===== config.mk =====
export PLATFORM = sky130hd
export DESIGN_NAME = ncac_field_parser
export DESIGN_NICKNAME = d
export VERILOG_FILES = /design/src/hdl/ncac_pkg.sv /design/src/hdl/ncac_field_parser.sv
export SDC_FILE = /design/constraint.sdc
export NUM_CORES = 1
export LEC_CHECK = 0
export BUFFER_PORTS_ARGS = -buffer_cell sky130_fd_sc_hd__buf_2
export CAP_MARGIN = 40
export CORE_MARGIN = 10
export CORE_UTILIZATION = 35
export DETAILED_ROUTE_END_ITERATION = 8
export SLEW_MARGIN = 20
export SYNTH_ARGS = -nofsm -noshare
export SYNTH_HDL_FRONTEND = slang
export SYNTH_SLANG_ARGS = --single-unit

===== constraint.sdc =====
create_clock -name clk_i -period 3.05 [get_ports clk_i]
set_input_delay 0.61 -clock clk_i [delete_from_list [all_inputs] [get_ports clk_i]]
set_output_delay 0.61 -clock clk_i [all_outputs]
set_load 0.1 [all_outputs]

===== src/hdl/ncac_pkg.sv =====
`default_nettype none

package ncac_pkg;

  localparam logic [7:0] ChDollar = 8'h24;
  localparam logic [7:0] ChStar   = 8'h2A;
  localparam logic [7:0] ChComma  = 8'h2C;
  localparam logic [7:0] ChThree  = 8'h33;

  localparam logic [3:0] HeaderLen = 4'd7;
  localparam logic [3:0] CmdLen    = 4'd3;
  localparam logic [3:0] OffMax    = 4'd15;
  localparam logic [1:0] FieldMax  = 2'd3;
  localparam logic [1:0] FieldHdr  = 2'd0;
  localparam logic [1:0] FieldCmd  = 2'd1;
  localparam logic [1:0] FieldFlag = 2'd2;

  typedef enum logic [2:0] {
    StOk       = 3'd0,
    StBadSum   = 3'd1,
    StNotAck   = 3'd2,
    StWrongCmd = 3'd3,
    StBadFlag  = 3'd4
  } status_e;

  // Field parser state as seen after the current byte, before any end-of-sentence clear.
  typedef struct packed {
    logic [1:0] field_number;
    logic       header_match;
    logic       command_match;
    logic [7:0] third_first_byte;
  } fld_t;

  // Uppercase ASCII hex digit of a nibble.
  function automatic logic [7:0] hex_digit(input logic [3:0] nib);
    logic [7:0] ext;
    ext = {4'h0, nib};
    if (nib < 4'd10) begin
      hex_digit = 8'h30 + ext;
    end else begin
      hex_digit = 8'h37 + ext;
    end
  endfunction

  // Characters of the acknowledgement sentence identifier.
  function automatic logic [7:0] header_char(input logic [2:0] idx);
    case (idx)
      3'd0:    header_char = 8'h50;
      3'd1:    header_char = 8'h4D;
      3'd2:    header_char = 8'h54;
      3'd3:    header_char = 8'h4B;
      3'd4:    header_char = 8'h30;
      3'd5:    header_char = 8'h30;
      3'd6:    header_char = 8'h31;
      default: header_char = 8'h00;
    endcase
  endfunction

endpackage

`default_nettype wire


===== src/hdl/ncac_field_parser.sv =====
`default_nettype none

module ncac_field_parser
  import ncac_pkg::*;
(
  input  wire logic        clk_i,
  input  wire logic        rst_ni,
  input  wire logic        take_i,
  input  wire logic        clear_i,
  input  wire logic [7:0]  byte_i,
  input  wire logic [23:0] expected_command_i,
  output fld_t             fld_o
);

  logic [1:0] num_q, num_d;
  logic [3:0] off_q, off_d;
  logic       hdr_q, hdr_d;
  logic       cmd_q, cmd_d;
  logic [7:0] third_q, third_d;
  logic       delim;
  logic [7:0] want;

  assign delim = (byte_i == ChComma) || (byte_i == ChStar);

  always_comb begin
    case (off_q[1:0])
      2'd0:    want = expected_command_i[23:16];
      2'd1:    want = expected_command_i[15:8];
      default: want = expected_command_i[7:0];
    endcase
  end

  always_comb begin
    num_d   = num_q;
    off_d   = off_q;
    hdr_d   = hdr_q;
    cmd_d   = cmd_q;
    third_d = third_q;
    if (take_i) begin
      if (delim) begin
        // A delimiter closes the field; the first two must have exact lengths.
        if ((num_q == FieldHdr) && (off_q != HeaderLen)) begin
          hdr_d = 1'b0;
        end
        if ((num_q == FieldCmd) && (off_q != CmdLen)) begin
          cmd_d = 1'b0;
        end
        if (num_q < FieldMax) begin
          num_d = num_q + 2'd1;
        end
        off_d = 4'd0;
      end else begin
        if (num_q == FieldHdr) begin
          if ((off_q >= HeaderLen) || (byte_i != header_char(off_q[2:0]))) begin
            hdr_d = 1'b0;
          end
        end else if (num_q == FieldCmd) begin
          if ((off_q >= CmdLen) || (byte_i != want)) begin
            cmd_d = 1'b0;
          end
        end else if ((num_q == FieldFlag) && (off_q == 4'd0)) begin
          third_d = byte_i;
        end
        if (off_q < OffMax) begin
          off_d = off_q + 4'd1;
        end
      end
    end
  end

  always_ff @(posedge clk_i or negedge rst_ni) begin
    if (!rst_ni) begin
      num_q   <= 2'd0;
      off_q   <= 4'd0;
      hdr_q   <= 1'b1;
      cmd_q   <= 1'b1;
      third_q <= 8'h00;
    end else if (clear_i) begin
      num_q   <= 2'd0;
      off_q   <= 4'd0;
      hdr_q   <= 1'b1;
      cmd_q   <= 1'b1;
      third_q <= 8'h00;
    end else begin
      num_q   <= num_d;
      off_q   <= off_d;
      hdr_q   <= hdr_d;
      cmd_q   <= cmd_d;
      third_q <= third_d;
    end
  end

  assign fld_o.field_number     = num_d;
  assign fld_o.header_match     = hdr_d;
  assign fld_o.command_match    = cmd_d;
  assign fld_o.third_first_byte = third_d;

endmodule

`default_nettype wire


==> metrics.txt <==
non-filler cells, final 256; Placed Cells between 200 and 250; CTS tree yes; combinational share of power roughly 33%; gr ovfl total 0; PwrDens 291 mW/mm²; CP Launch Type register; number of maximum-capacitance violations 0; Die Ht roughly 81 µm; cell-internal power about 0.43 mW; FF-to-FF path depth 9; largest cells by area after synthesis dfrtp_1 (27%), mux2_4 (9.2%), xnor2_1 (7.4%); Placer Congestion ~0.89; Setup WS pre-CTS 0.0272 ns; DR WL/cell 16.5 µm; Ys Warns 0; H-Tree Depth 1; switching share of power roughly 29%; share of the synthesized area in the top cell type 26.7%; worst endpoint required time 2.44 ns; WL met3 332 µm; critical path fanouts, max 4; vias in the first global route 1372; total negative slack -0.0346 ns; delay-heaviest family, CP compound AO/OA/AOI/OAI gates; IR drop worst, VDD 0.331 mV; Crit Path Class register to output port; port bufs between 40 and 50; final critical-path share of the clock period 101%; synth unique cells 39; status complete, but fails checks; # setup viols final 1; worst-skew pair later-pin latency about 0.25 ns; total track usage 12.6%; Final Hold Fails 0; Routed met1 length approximately 1.8 mm; sum of buffers and inverters on the critical path 2; ANT cells 0; Total Wirelength approximately 4.2 mm; Top cell by count, worst path ha_4; HPWL after detailed placement between 3 and 4 mm; CTS clk-pin slew, worst paths ~0.06 ns; placed inst area 0.00184 mm²; clock power share 30.6%; violated checks negative setup slack; Sink Count 16; leakage dissipation around 0.94 nW; nature of the critical path endpoint output port; CP cell instances ha_4 > ha_4 > xor2_1 > nor3_1 > o21ai_1 > a211o_1 > nor4_2 > buf_4 > o21a_1 > buf_12; largest net degree at the start of global routing 17; top_reg_cell synth dfrtp_1; DRC errors left 0; CP max stage delay ~0.44 ns; CP max stage cell dfrtp_2; final net count 250; Tightest Pin Transition ~0.35 ns; Syn Nets 185; FF+latch count, synth 16; Initial Util a little over a third; Fin Hold WS roughly 0.26 ns; Reg-to-Reg Start off_q[0]; cells after synthesis between 100 and 150; Rows 22; Syn Area/Cell about 9 µm²; fin util just under 60%; post-layout minimum cycle time just over 3 ns; total power 0.612 mW; DR iter-0 viols 54; first-pass GRT wire length ~6.6 mm; clock root buffer clkbuf_8; Synth area leader dfrtp_1; synthesized area 0.00131 mm²; detailed-router iteration count before antenna repair 4; final instance area 0.00210 mm²; fmax 324 MHz; reg2reg end third_q[2]; met2 WL about 2.0 mm; die footprint between 0.006 and 0.007 mm²; skew final approximately 0.0038 ns; Setup crit end fld_o[9]; Core ar. about 0.0036 mm²; Worst slew margin around 76%; crit path DAT about 2.5 ns; CP startpoint off_q[0]; die width about 80 µm; Area growth syn-to-layout 60.5%; layout cells sized above 1 50.0%; RSZ-0062 raised after global routing true; Post-synth EDFFs 0; WP depth 10; clk buf depth 2; CTS Buf Count 3; DR top layer met4; fin worst setup slack -0.0346 ns; sequential share of power between 30% and 40%; DR vias/cell ~5.1; boundary pin count 48; Synth async-reset ratio 100%; post-synthesis sequential area ratio between 30% and 40%; final slew viol count 0; antenna violations before repair 0; antenna-violating nets left 0; type of the most critical hold path input port to asynchronous set/reset pin; Switch Pwr 0.178 mW; Vias about 1300; Worst R2R Setup Slack 0.80 ns
-- layer usage --
layer	track usage [%]	up-vias
met1	15.0	617
li1	-	643
met2	20.8	40
met3	2.98	4
met4	6.40	0
met5	0	-
-- sequential cells by signal, summed over array words and instances (netlist names) --
| signal | flops |
|---|---|
| num_q | 2 |
| cmd_q | 1 |
| third_q | 8 |
| off_q | 4 |
| hdr_q | 1 |
-- cell families after synthesis --
family | share of synthesized area [%]
simple gates | 23.0
fa+ha+maj | 4.78
xor+xnor | 8.69
compound gates | 19.0
buf+inv | 4.58
flops | 30.8
mux | 9.17
-- worst min-delay path by stage --
stage / startpoint / endpoint / cells past startpoint
6_report: rst_ni / off_q[2] / 1
5_1_grt: rst_ni / off_q[2] / 1
4_1_cts: rst_ni / num_q[1] / 1
3_5_place_dp: cmd_q / cmd_q / 2
3_3_place_gp: cmd_q / cmd_q / 2
2_1_floorplan: rst_ni / num_q[0] / 0
-- cell usage after synthesis (2+ instances only) --
| cell | count |
|---|---|
| nor2_1 | 11 |
| buf_4 | 2 |
| nor2b_1 | 2 |
| clkbuf_1 | 6 |
| a21oi_1 | 15 |
| xor2_1 | 2 |
| o32ai_1 | 2 |
| dfrtp_1 | 14 |
| o21ai_0 | 2 |
| nor3_1 | 3 |
| xnor2_1 | 11 |
| mux2_4 | 8 |
| a22o_1 | 8 |
| nand2_1 | 7 |
| nor4_1 | 3 |
| inv_1 | 6 |
| nand2b_1 | 2 |
| and2_1 | 10 |
| nor3b_1 | 2 |
| ha_1 | 5 |
| dfstp_2 | 2 |
| nand3_1 | 4 |
-- cell usage in the layout, fill, tap and decap left out, types with 2 or more instances in the layout --
master    synthesis  layout
buf_2             0      34
buf_4             2      19
buf_12            0      13
dfrtp_1          14      12
xnor2_1          11      11
nor2_1           11      11
a21oi_1          15      10
and2_1           10      10
mux2_4            8       8
a22o_1            8       8
nand2_1           7       6
ha_4              0       5
inv_1             6       4
nand3_1           4       4
a21oi_2           0       4
clkbuf_8          0       4
nor3_1            3       3
inv_2             0       2
nor4_2            0       2
nor3b_1           2       2
nor2b_1           2       2
xor2_1            2       2
nand2b_1          2       2
o21ai_1           1       2
dfstp_2           2       2
buf_6             0       2
dfrtp_2           0       2
-- final cells by class --
| type | instances | area, µm² |
|---|---|---|
| fillers | 336 | 1530 |
| flip-flops and latches | 16 | 405 |
| inverters | 6 | 22.5 |
| well taps | 48 | 60.1 |
| multi-input cells | 114 | 963 |
| repair buffers | 68 | 596 |
| clock buffers | 4 | 55.1 |
-- power by group through the flow --
stage	Sequential (mW)	Combinational [mW]	Clock, mW
3_3_place_gp	0.224	0.160	0
3_5_place_dp	0.224	0.164	0
6_report	0.221	0.204	0.187
4_1_cts	0.220	0.190	0.191
2_1_floorplan	0.223	0.100	0
5_1_grt	0.221	0.223	0.199
-- what timing repair did --
action	CTS	global route
setup endpoints to repair	10	10
gates resized for setup	16	10
pin swaps	7	8
buffers inserted	5	5
hold buffers	0	0
(Power assumes the default switching activity.)
